==> src/rtl/core/cylinder_wall_confinement_core_defines.svh <==
// assertion macros shared by the confinement core
`ifndef CYLINDER_WALL_CONFINEMENT_CORE_DEFINES_SVH
`define CYLINDER_WALL_CONFINEMENT_CORE_DEFINES_SVH

`ifndef NO_ASSERTIONS
`define CWC_ASSERT_IMP(label, clk, rst_n, ante, cons) \
    label: assert property (@(posedge clk) disable iff (!rst_n) (ante) |-> (cons)) \
        else $error("cwc assertion failed");
`define CWC_ASSERT_NXT(label, clk, rst_n, ante, cons) \
    label: assert property (@(posedge clk) disable iff (!rst_n) (ante) |=> (cons)) \
        else $error("cwc assertion failed");
`else
`define CWC_ASSERT_IMP(label, clk, rst_n, ante, cons)
`define CWC_ASSERT_NXT(label, clk, rst_n, ante, cons)
`endif

`endif

==> src/rtl/core/cwc_isqrt.sv <==
module cwc_isqrt #(
    parameter int RW = 32
) (
    input  logic            i_clk,
    input  logic            i_en,
    input  logic [2*RW-1:0] i_rad,
    output logic [RW-1:0]   o_root
);

    logic [RW+1:0]   r_rem  [RW];
    logic [RW-1:0]   r_root [RW];
    logic [2*RW-1:0] r_rest [RW];
    logic [RW+1:0]   n_rem  [RW];
    logic [RW-1:0]   n_root [RW];
    logic [2*RW-1:0] n_rest [RW];

    // one root bit per stage, two radicand bits brought down each time
    always_comb begin
        logic [RW+1:0]   rem_in;
        logic [RW+1:0]   t_sh;
        logic [RW+1:0]   trial;
        logic [RW-1:0]   root_in;
        logic [2*RW-1:0] rest_in;
        for (int k = 0; k < RW; k++) begin
            if (k == 0) begin
                rem_in  = '0;
                root_in = '0;
                rest_in = i_rad;
            end else begin
                rem_in  = r_rem[k-1];
                root_in = r_root[k-1];
                rest_in = r_rest[k-1];
            end
            t_sh  = {rem_in[RW-1:0], rest_in[2*RW-1 -: 2]};
            trial = {root_in, 2'b01};
            if (t_sh >= trial) begin
                n_rem[k]  = t_sh - trial;
                n_root[k] = {root_in[RW-2:0], 1'b1};
            end else begin
                n_rem[k]  = t_sh;
                n_root[k] = {root_in[RW-2:0], 1'b0};
            end
            n_rest[k] = rest_in << 2;
        end
    end

    always_ff @(posedge i_clk) begin
        if (i_en) begin
            for (int k = 0; k < RW; k++) begin
                r_rem[k]  <= n_rem[k];
                r_root[k] <= n_root[k];
                r_rest[k] <= n_rest[k];
            end
        end
    end

    assign o_root = r_root[RW-1];

endmodule

==> config.mk <==
export PLATFORM = sky130hd
export DESIGN_NAME = cwc_isqrt
export DESIGN_NICKNAME = d
export VERILOG_FILES = /design/src/rtl/core/cylinder_wall_confinement_core_defines.svh /design/src/rtl/core/cwc_isqrt.sv
export SDC_FILE = /design/constraint.sdc
export NUM_CORES = 2
export LEC_CHECK = 0
export BUFFER_PORTS_ARGS = -buffer_cell sky130_fd_sc_hd__buf_2
export CAP_MARGIN = 40
export CORE_MARGIN = 3
export CORE_UTILIZATION = 64
export CTS_CLUSTER_SIZE = 8
export DETAILED_ROUTE_END_ITERATION = 10
export GPL_ROUTABILITY_DRIVEN = 1
export MAX_ROUTING_LAYER = met4
export PLACE_DENSITY = 0.83
export SLEW_MARGIN = 20
export SYNTH_ARGS = -nofsm -noshare
export SYNTH_HDL_FRONTEND = slang
export SYNTH_MEMORY_MAX_BITS = 65536
export SYNTH_SLANG_ARGS = --single-unit
==> constraint.sdc <==
create_clock -name i_clk -period 4.1 [get_ports i_clk]
set_input_delay 1.025 -clock i_clk [delete_from_list [all_inputs] [get_ports i_clk]]
set_output_delay 1.025 -clock i_clk [all_outputs]
set_load 0.005 [all_outputs]
==> impl_results.md <==
* Synthesized area at 114000 sq um
* Post-Syn Instances at 8824
* Critical path type: reg2reg
* Met2 WL at 125 mm
* DR vias/cell at 6.10
* Synth area leader: edfxtp_1
* Total wire length at 247 mm
* Commonest non-fill, non-tap cells in the layout: 2465 x edfxtp_1, 714 x inv_1, 620 x nand2_1
* Top-area cell type share of the netlist area at 0.649
* DR WL/cell at 21.2 microns
* Post-DP HPWL at 168 mm
* Period minus WS final at 3.98 ns
* CTS tree: done
* Clock transition at path regs at 0.05 ns
* Routed vias at 71020
* Seq cells post-synth at 2465
* Initial antenna violation count at 0
* Std cell rows at 154
* Register area share after synthesis at 0.649
* Slew @ Worst Pin at 0.851 ns
* P_leak at 49.6 nW
* DRT met1 WL at 98.1 mm
* Largest net degree at the start of global routing at 127
* Crit end category: flop
* Post-CTS setup repair buffer count at 0
* Initial core utilization at 0.646
* Top cell by count, worst path: o31ai_1
* Die Width at 428 microns
* Post-DP Area at 119000 sq um
* Ant diodes at 0
* Worst relative slew slack at 0.433
* Max clock buf depth at 4
* DIE AREA at 183000 sq um
* Period utilisation layout at 0.970
* Crit path largest cell delay at 0.53 ns
* Syn_nets at 9451
* Layout area overhead at 12.1%
* Cts hold-fix bufs at 0
* Crit path DAT at 4.63 ns
* RSZ-0062 raised after global routing: no
* Clock sink count at 2465
* Total GRT Usage at 0.275
* Uppermost routed layer: met4
* Global-route wire length before repair at 388 mm
* Worst skew pair latency at 0.95 ns
* Top post-synthesis cells by area: edfxtp_1 65%, ha_1 6.1%, xnor2_1 3.1%, xor2_1 2.9%, a21oi_1 2.4%
* TritonRoute pass-1 iters at 7
* I/O Pins at 98
* GP Congestion at 0.945
* # port buffers at 97
* Min-Delay Path Depth at 1
* Critical Path Slowest Stage Cell: o31ai_1
* Achievable Freq at 251 MHz
* Mean area per synthesized cell at 12.9 sq um
* Crit start category: flop
* YS warnings at 0
* Count of unique library cells instantiated by Yosys at 82
* Setup violators final at 0
* Skew final at 0.0533 ns
* Power Density at 590 nW/um^2
* DRT iter0 DRCs at 6512
* Post-CTS sizing at 0
* Critical-path cell list: ha_1 -> nor2b_1 -> o31ai_1 -> a31oi_1 -> o31ai_1 -> o21ai_0 -> nor3_2 -> buf_12 -> mux2_2
* Layout cell share with drive strength beyond 1 at 0.0825
* Max Cap Viol at 0
* Final Slew Violations at 0
* Final Hold Viols at 0
* Worst endpoint required time at 4.76 ns
* Via count of the first global-routing pass at 70681
* Worst hold path class: in2reg
* DRC at 0
* CORE AREA at 177000 sq um
* Final net count at 9906
* CTS Buf Count at 359
* Total negative setup slack at 0 ns
* Worst ir drop on vdd at 0.594 mV
* Status: complete, no violations
* Most common cell after layout, fill and taps aside: edfxtp_1
* Met3 wire length at 12.8 mm
* Tot Pwr at 75.5 mW
* Number of synthesized flops with an enable pin at 2465
* Final Instance Area at 128000 sq um
* H-tree depth at 5
* Top FF cell, synth: edfxtp_1
* Die Ht at 428 microns
* Routed Antenna Nets at 0
* Synth async-reset ratio at 0
* Clk root buf: clkbuf_16
* GR Overflow Total at 0
* Crit Path Max Fanout at 38
* R2r worst-path depth at 9
cell families after synthesis:
logic type / count (synthesis) / synth area share
fa+ha+maj: 561 / 0.0615
flops: 2465 / 0.649
buf+inv: 871 / 0.0288
mux: 71 / 0.00690
other cells: 1 / 0.0000329
simple gates: 2283 / 0.0975
xor+xnor: 774 / 0.0594
compound gates: 1798 / 0.0974
worst max-delay path: cells and delay by family (launching register included):
kind	cells	cell delay (ns)
AOI/OAI and AO/OA	4	1.60
and+or+nand+nor	2	0.66
DFF	1	0.44
adders and majority gates	1	0.38
muxes	1	0.36
buffers and inverters	1	0.27
power by group:
| group | switching [mW] | internal [mW] |
|---|---|---|
| logic | 9.14 | 6.52 |
| clock network | 9.78 | 15.6 |
| registers | 2.34 | 32.1 |
path summary, 6_finish.rpt:
path,startpoint,to,slack (ns)
worst min-delay path,i_rad[38],r_rest[0][38]$_DFFE_PP_,0.26
worst max-delay path,r_rem[1][68]$_DFFE_PP_,r_rem[1][112]$_DFFE_PP_,0.12
worst max register to register,r_rem[1][68]$_DFFE_PP_,r_rem[1][112]$_DFFE_PP_,0.12
worst min register to register,r_rest[0][19]$_DFFE_PP_,r_rest[0][83]$_DFFE_PP_,0.39
cells in the mapped netlist, types with 10 or more instances:
library cell / instances
edfxtp_1: 2465
inv_1: 714
nand2_1: 620
ha_1: 561
a21oi_1: 554
nor2_1: 553
o21ai_0: 485
xnor2_1: 398
xor2_1: 376
a21o_1: 224
nor3_1: 222
nand3_1: 150
clkbuf_1: 140
nand2b_1: 111
o21a_1: 111
nor4_1: 107
nand4_1: 90
or3_1: 89
nor2b_1: 83
o31ai_1: 62
mux2_2: 61
or4_1: 50
a211oi_1: 48
a31oi_1: 44
o21bai_1: 41
and2_1: 39
or2_2: 39
and3_1: 38
a21boi_0: 31
nand3b_1: 28
a2111oi_0: 25
o211ai_1: 19
nor3b_1: 16
a311oi_1: 15
a211o_1: 14
a31o_2: 13
nand4b_1: 13
nor4b_1: 12
o2111ai_1: 12
mux2i_1: 10
o31a_1: 10
routing by layer:
metal	vias to the layer above	GRT usage
met3	707	0.0355
met1	34410	0.337
met4	0	0.117
met5	-	-
met2	2569	0.465
li1	33334	-
registers in the layout (all words and copies together) (netlist names):
name / cells
r_rest: 992
r_rem: 945
r_root: 528
per-stage QoR:
stage                     setup WS [ns]  hold slack [ns]   util  cells
final                             0.123            0.261  0.724  11639
after detailed placement          0.152            0.405  0.671  11255
after floorplan                   0.459            0.400      -   8824
after global routing             0.0279            0.217  0.724  11639
after global placement            0.209            0.400  0.671  11253
after CTS                        0.0531            0.188  0.724  11636
layout make-up:
type                            count  area (sq um)
Sequential cell                  2465         74000
Fill cell                       11118         48700
Multi-Input combinational cell   5488         36900
Clock buffer                      372          9200
Tap cell                         2340          2930
Inverter                          717          2690
Timing Repair Buffer              248          2070
Clock inverter                      9           120
No activity file was read; power rests on OpenSTA's default activity.
