### config.mk
export PLATFORM = sky130hd
export DESIGN_NAME = cwc_div
export DESIGN_NICKNAME = d
export VERILOG_FILES = /design/src/rtl/core/cylinder_wall_confinement_core_defines.svh /design/src/rtl/core/cwc_div.sv
export SDC_FILE = /design/constraint.sdc
export NUM_CORES = 2
export LEC_CHECK = 0
export ABC_CLOCK_PERIOD_IN_PS = 10200
export BUFFER_PORTS_ARGS = -buffer_cell sky130_fd_sc_hd__buf_2
export CAP_MARGIN = 20
export CORE_UTILIZATION = 45
export DETAILED_ROUTE_END_ITERATION = 10
export GPL_ROUTABILITY_DRIVEN = 0
export SYNTH_ARGS = -nofsm -noshare
export SYNTH_HDL_FRONTEND = slang
export SYNTH_SLANG_ARGS = --single-unit
### constraint.sdc
create_clock -name i_clk -period 10.2 [get_ports i_clk]
set_clock_uncertainty 0.1 [all_clocks]
set_input_delay 1.53 -clock i_clk [delete_from_list [all_inputs] [get_ports i_clk]]
set_output_delay 1.53 -clock i_clk [all_outputs]
set_load 0.005 [all_outputs]
### src/rtl/core/cylinder_wall_confinement_core_defines.svh
// assertion macros shared by the confinement core
`ifndef CYLINDER_WALL_CONFINEMENT_CORE_DEFINES_SVH
`define CYLINDER_WALL_CONFINEMENT_CORE_DEFINES_SVH

`ifndef NO_ASSERTIONS
`define CWC_ASSERT_IMP(label, clk, rst_n, ante, cons) \
    label: assert property (@(posedge clk) disable iff (!rst_n) (ante) |-> (cons)) \
        else $error("cwc assertion failed");
`define CWC_ASSERT_NXT(label, clk, rst_n, ante, cons) \
    label: assert property (@(posedge clk) disable iff (!rst_n) (ante) |=> (cons)) \
        else $error("cwc assertion failed");
`else
`define CWC_ASSERT_IMP(label, clk, rst_n, ante, cons)
`define CWC_ASSERT_NXT(label, clk, rst_n, ante, cons)
`endif

`endif

### src/rtl/core/cwc_div.sv
module cwc_div #(
    parameter int DW = 32,
    parameter int QW = 31
) (
    input  logic             i_clk,
    input  logic             i_en,
    input  logic [DW+QW-1:0] i_num,
    input  logic [DW-1:0]    i_den,
    output logic [QW-1:0]    o_quo
);

    logic [DW-1:0] r_rem [QW];
    logic [DW-1:0] r_den [QW];
    logic [QW-1:0] r_low [QW];
    logic [QW-1:0] r_quo [QW];
    logic [DW-1:0] n_rem [QW];
    logic [QW-1:0] n_low [QW];
    logic [QW-1:0] n_quo [QW];

    // restoring division, one quotient bit per stage; top part of the
    // numerator is already below the divisor
    always_comb begin
        logic [DW-1:0] rem_in;
        logic [DW-1:0] den_in;
        logic [QW-1:0] low_in;
        logic [QW-1:0] quo_in;
        logic [DW:0]   t_sh;
        for (int k = 0; k < QW; k++) begin
            if (k == 0) begin
                rem_in = i_num[DW+QW-1:QW];
                low_in = i_num[QW-1:0];
                quo_in = '0;
                den_in = i_den;
            end else begin
                rem_in = r_rem[k-1];
                low_in = r_low[k-1];
                quo_in = r_quo[k-1];
                den_in = r_den[k-1];
            end
            t_sh = {rem_in, low_in[QW-1]};
            if (t_sh >= {1'b0, den_in}) begin
                n_rem[k] = DW'(t_sh - {1'b0, den_in});
                n_quo[k] = {quo_in[QW-2:0], 1'b1};
            end else begin
                n_rem[k] = t_sh[DW-1:0];
                n_quo[k] = {quo_in[QW-2:0], 1'b0};
            end
            n_low[k] = low_in << 1;
        end
    end

    always_ff @(posedge i_clk) begin
        if (i_en) begin
            for (int k = 0; k < QW; k++) begin
                r_rem[k] <= n_rem[k];
                r_low[k] <= n_low[k];
                r_quo[k] <= n_quo[k];
                r_den[k] <= (k == 0) ? i_den : r_den[k-1];
            end
        end
    end

    assign o_quo = r_quo[QW-1];

endmodule

==> results.sh <==
export IMPL_path_clk_slew_ns=0.06
export IMPL_clockRootBuffer="clkbuf_16"
export IMPL_grt_pass1_wl_mm=538.5
export IMPL_arrival_ns=5.08
export IMPL_period_share_pct=44.42
export IMPL_io_buffers=127
export IMPL_crit_path_end_kind="flip-flop"
export IMPL_rows=212
export IMPL_p_comb_share_pct=43.0
export IMPL_finalNonFillerCells=17466
export IMPL_crit_required_ns=10.75
export IMPL_fin_nets=13937
export IMPL_grt_max_degree=179
export IMPL_drcViolationCount=0
export IMPL_viasPerCell=5.602
export IMPL_vias=97851
export IMPL_cts_resized=0
export IMPL_rsz0062_at_grt="no"
export IMPL_vdd_ir_drop_max_mv=0.1550
export IMPL_drt_pass1_iterations=8
export IMPL_crit_slowest_cell="a2111oi_0"
export IMPL_drt_iter0_markers=7849
export IMPL_cp_num_buf_inv=0
export IMPL_synthAdderAreaFrac_pct=8.642
export IMPL_p_int_mw=34.13
export IMPL_grt_usage_pct=19.95
export IMPL_grt_overflow=0
export IMPL_htree_num_levels=5
export IMPL_max_freq_mhz=220.7
export IMPL_min_period_ns=4.530
export IMPL_p_switching_mw=20.15
export IMPL_power_density_nw_per_um2=324.9
export IMPL_ys_flop_type="edfxtp_1"
export IMPL_die_y_um=580.4
export IMPL_drv_slew=0
export IMPL_path_max_fanout=3
export IMPL_slew_headroom_pct=22.96
export IMPL_synth_simple_area_share_pct=8.542
export IMPL_synth_cell_types=94
export IMPL_start_util_pct=45.19
export IMPL_synth_compound_area_share_pct=13.70
export IMPL_synth_area_per_cell_um2=11.92
export IMPL_sw_frac_of_total_pct=37.12
export IMPL_totalWireLength_mm=346.6
export IMPL_syn_area_um2=150600
export IMPL_cp_top_family="compound AO/OA/AOI/OAI gates"
export IMPL_synth_top_family_by_area="compound AO/OA/AOI/OAI gates"
export IMPL_synth_edf_count=2881
export IMPL_netlist_instances=12628
export IMPL_hold_viol_final=0
export IMPL_status="finished clean"
export IMPL_yosysWarnings=0
export IMPL_ys_ff_latch=2881
export IMPL_antenna_found_initial=3
export IMPL_design_die_area_um2=336900
export IMPL_synth_mux_area_share_pct=3.220
export IMPL_grt_pass1_vias=95815
export IMPL_seq_area_frac_synth_pct=57.46
export IMPL_cts_tree="built"
export IMPL_drv_cap=0
export IMPL_whs_ns=0.3017
export IMPL_final_common_cell="edfxtp_1"
export IMPL_critPathMaxStageDelay_ns=0.77
export IMPL_hpwl_mm=254.6
export IMPL_ys_async_sr_fraction_pct=0
export IMPL_path_class="flip-flop to flip-flop"
export IMPL_crit_chain="ha_1 > fa_1 > nand2b_1 > a2111oi_0 > o311ai_0 > a31oi_1 > o41ai_1 > o21ai_0 > a31oi_1 > a21oi_1 > xnor2_1 > o21ai_0"
export IMPL_final_layout_size_suffix_gt1_share_pct=8.656
export IMPL_setup_worst_path_start_class="flip-flop"
export IMPL_routedWlPerCell_um=19.84
export IMPL_layout_common_cells="2,881 x edfxtp_1, 1,231 x inv_1, 992 x ha_1, 975 x nand2_1, 880 x a21oi_1"
export IMPL_tns_ns=0
export IMPL_holdBufCountCts=0
export IMPL_tightest_slew_ns=1.156
export IMPL_place_inst=16873
export IMPL_hp_class="flip-flop to flip-flop"
export IMPL_synth_xor_area_share_pct=4.491
export IMPL_clock_latency_ns=0.93
export IMPL_post_cts_buffers=0
export IMPL_cts_sinks=2881
export IMPL_p_seq_share_pct=35.0
export IMPL_syn_nets=13747
export IMPL_p_leak_nw=66.83
export IMPL_finalSetupViolCount=0
export IMPL_dieWidth_um=580.4
export IMPL_numCtsBuffers=328
export IMPL_num_io_pins=128
export IMPL_clock_path_buffers=4
export IMPL_core_area_um2=333200
export IMPL_clkPwrFrac_pct=22.0
export IMPL_detail_route_antenna_nets=0
export IMPL_synthToLayoutAreaGrowth_pct=10.96
power groups by stage:
stage	Combinational [mW]	Sequential [mW]	Clock (mW)
floorplan	17.8	18.2	0
global placement	22.4	19.2	0
detailed placement	23.0	19.2	0
CTS	23.1	19.0	12.3
global route	25.8	19.3	12.7
finish	23.4	19.0	11.9
routing by layer:
layer  wire (µm)  GRT usage (%)  vias to the layer above
li1            -              -                    47044
met5           9              0                        -
met4       14150          7.933                        2
met3       16680          2.258                      775
met1      146300          25.48                    47196
met2      169400          34.55                     2834
sequential cells by signal, summed over array words and instances, names as in the netlist:
register  cells
r_den       960
r_low       465
r_quo       496
r_rem       960
area by class of cell:
| cell class | instances | area [µm²] |
|---|---|---|
| fillers | 28582 | 166100 |
| clock inverters | 203 | 2323 |
| repair buffers | 182 | 1274 |
| well taps | 4387 | 5489 |
| multi-input cells | 8193 | 58290 |
| diodes | 2 | 5.005 |
| inverters | 1232 | 4624 |
| clock buffers | 386 | 8553 |
| flip-flops and latches | 2881 | 86510 |
Yosys cell counts, types with 37 or more instances:
master | count | area [µm²]
a211oi_1 | 75 | 563.0
mux2_2 | 350 | 3941
a21o_1 | 520 | 3904
and3_1 | 99 | 619.3
and4_1 | 37 | 324.1
nor3_1 | 148 | 740.7
clkbuf_1 | 267 | 1002
o31ai_1 | 89 | 668.1
o21a_1 | 129 | 968.4
nor2b_1 | 157 | 982.2
nand4_1 | 150 | 938.4
o21bai_1 | 113 | 848.3
o211ai_1 | 47 | 352.8
o31a_1 | 38 | 332.8
xnor2_1 | 448 | 3924
a31oi_1 | 122 | 763.2
nand2b_1 | 133 | 832.1
nand2_1 | 976 | 3664
nor2_1 | 563 | 2113
edfxtp_1 | 2881 | 86510
and2_1 | 40 | 250.2
ha_1 | 992 | 12410
a21oi_1 | 881 | 4409
nand3_1 | 216 | 1081
or3_1 | 44 | 275.3
o21ai_0 | 851 | 4259
xor2_1 | 324 | 2838
or2_2 | 37 | 231.5
inv_1 | 1231 | 4621
mux2_1 | 53 | 596.8
final timing paths:
check | start | endpoint | slack [ns] | cells past startpoint
worst min-delay path | r_low[1][23]$_DFFE_PP_ | r_low[1][54]$_DFFE_PP_ | 0.30 | 0
worst max-delay path | r_den[0][64]$_DFFE_PP_ | r_rem[0][126]$_DFFE_PP_ | 5.67 | 12
worst min register to register | r_low[1][23]$_DFFE_PP_ | r_low[1][54]$_DFFE_PP_ | 0.30 | 0
worst max register to register | r_den[0][64]$_DFFE_PP_ | r_rem[0][126]$_DFFE_PP_ | 5.67 | 12
through the flow:
stage	cell area [µm²]	utilization, %	total power, mW	setup slack, ns
after global placement	156200	46.88	41.64	4.841
after global routing	167100	50.15	57.78	5.322
final	167100	50.15	54.28	5.670
after detailed placement	156200	46.88	42.20	4.903
after CTS	167000	50.14	54.49	5.639
after floorplan	150600	-	35.97	5.601
logic make-up (layout without fill, tap and decap cells):
family,Yosys count,in the layout
muxes,434,434
and+or+nand+nor,2705,2705
xor gates and xnor gates,772,772
adders and majority gates,1022,1022
buffers and inverters,1554,2003
AOI/OAI and AO/OA,3260,3260
other,0,2
DFF,2881,2881
(Power assumes the default switching activity.)
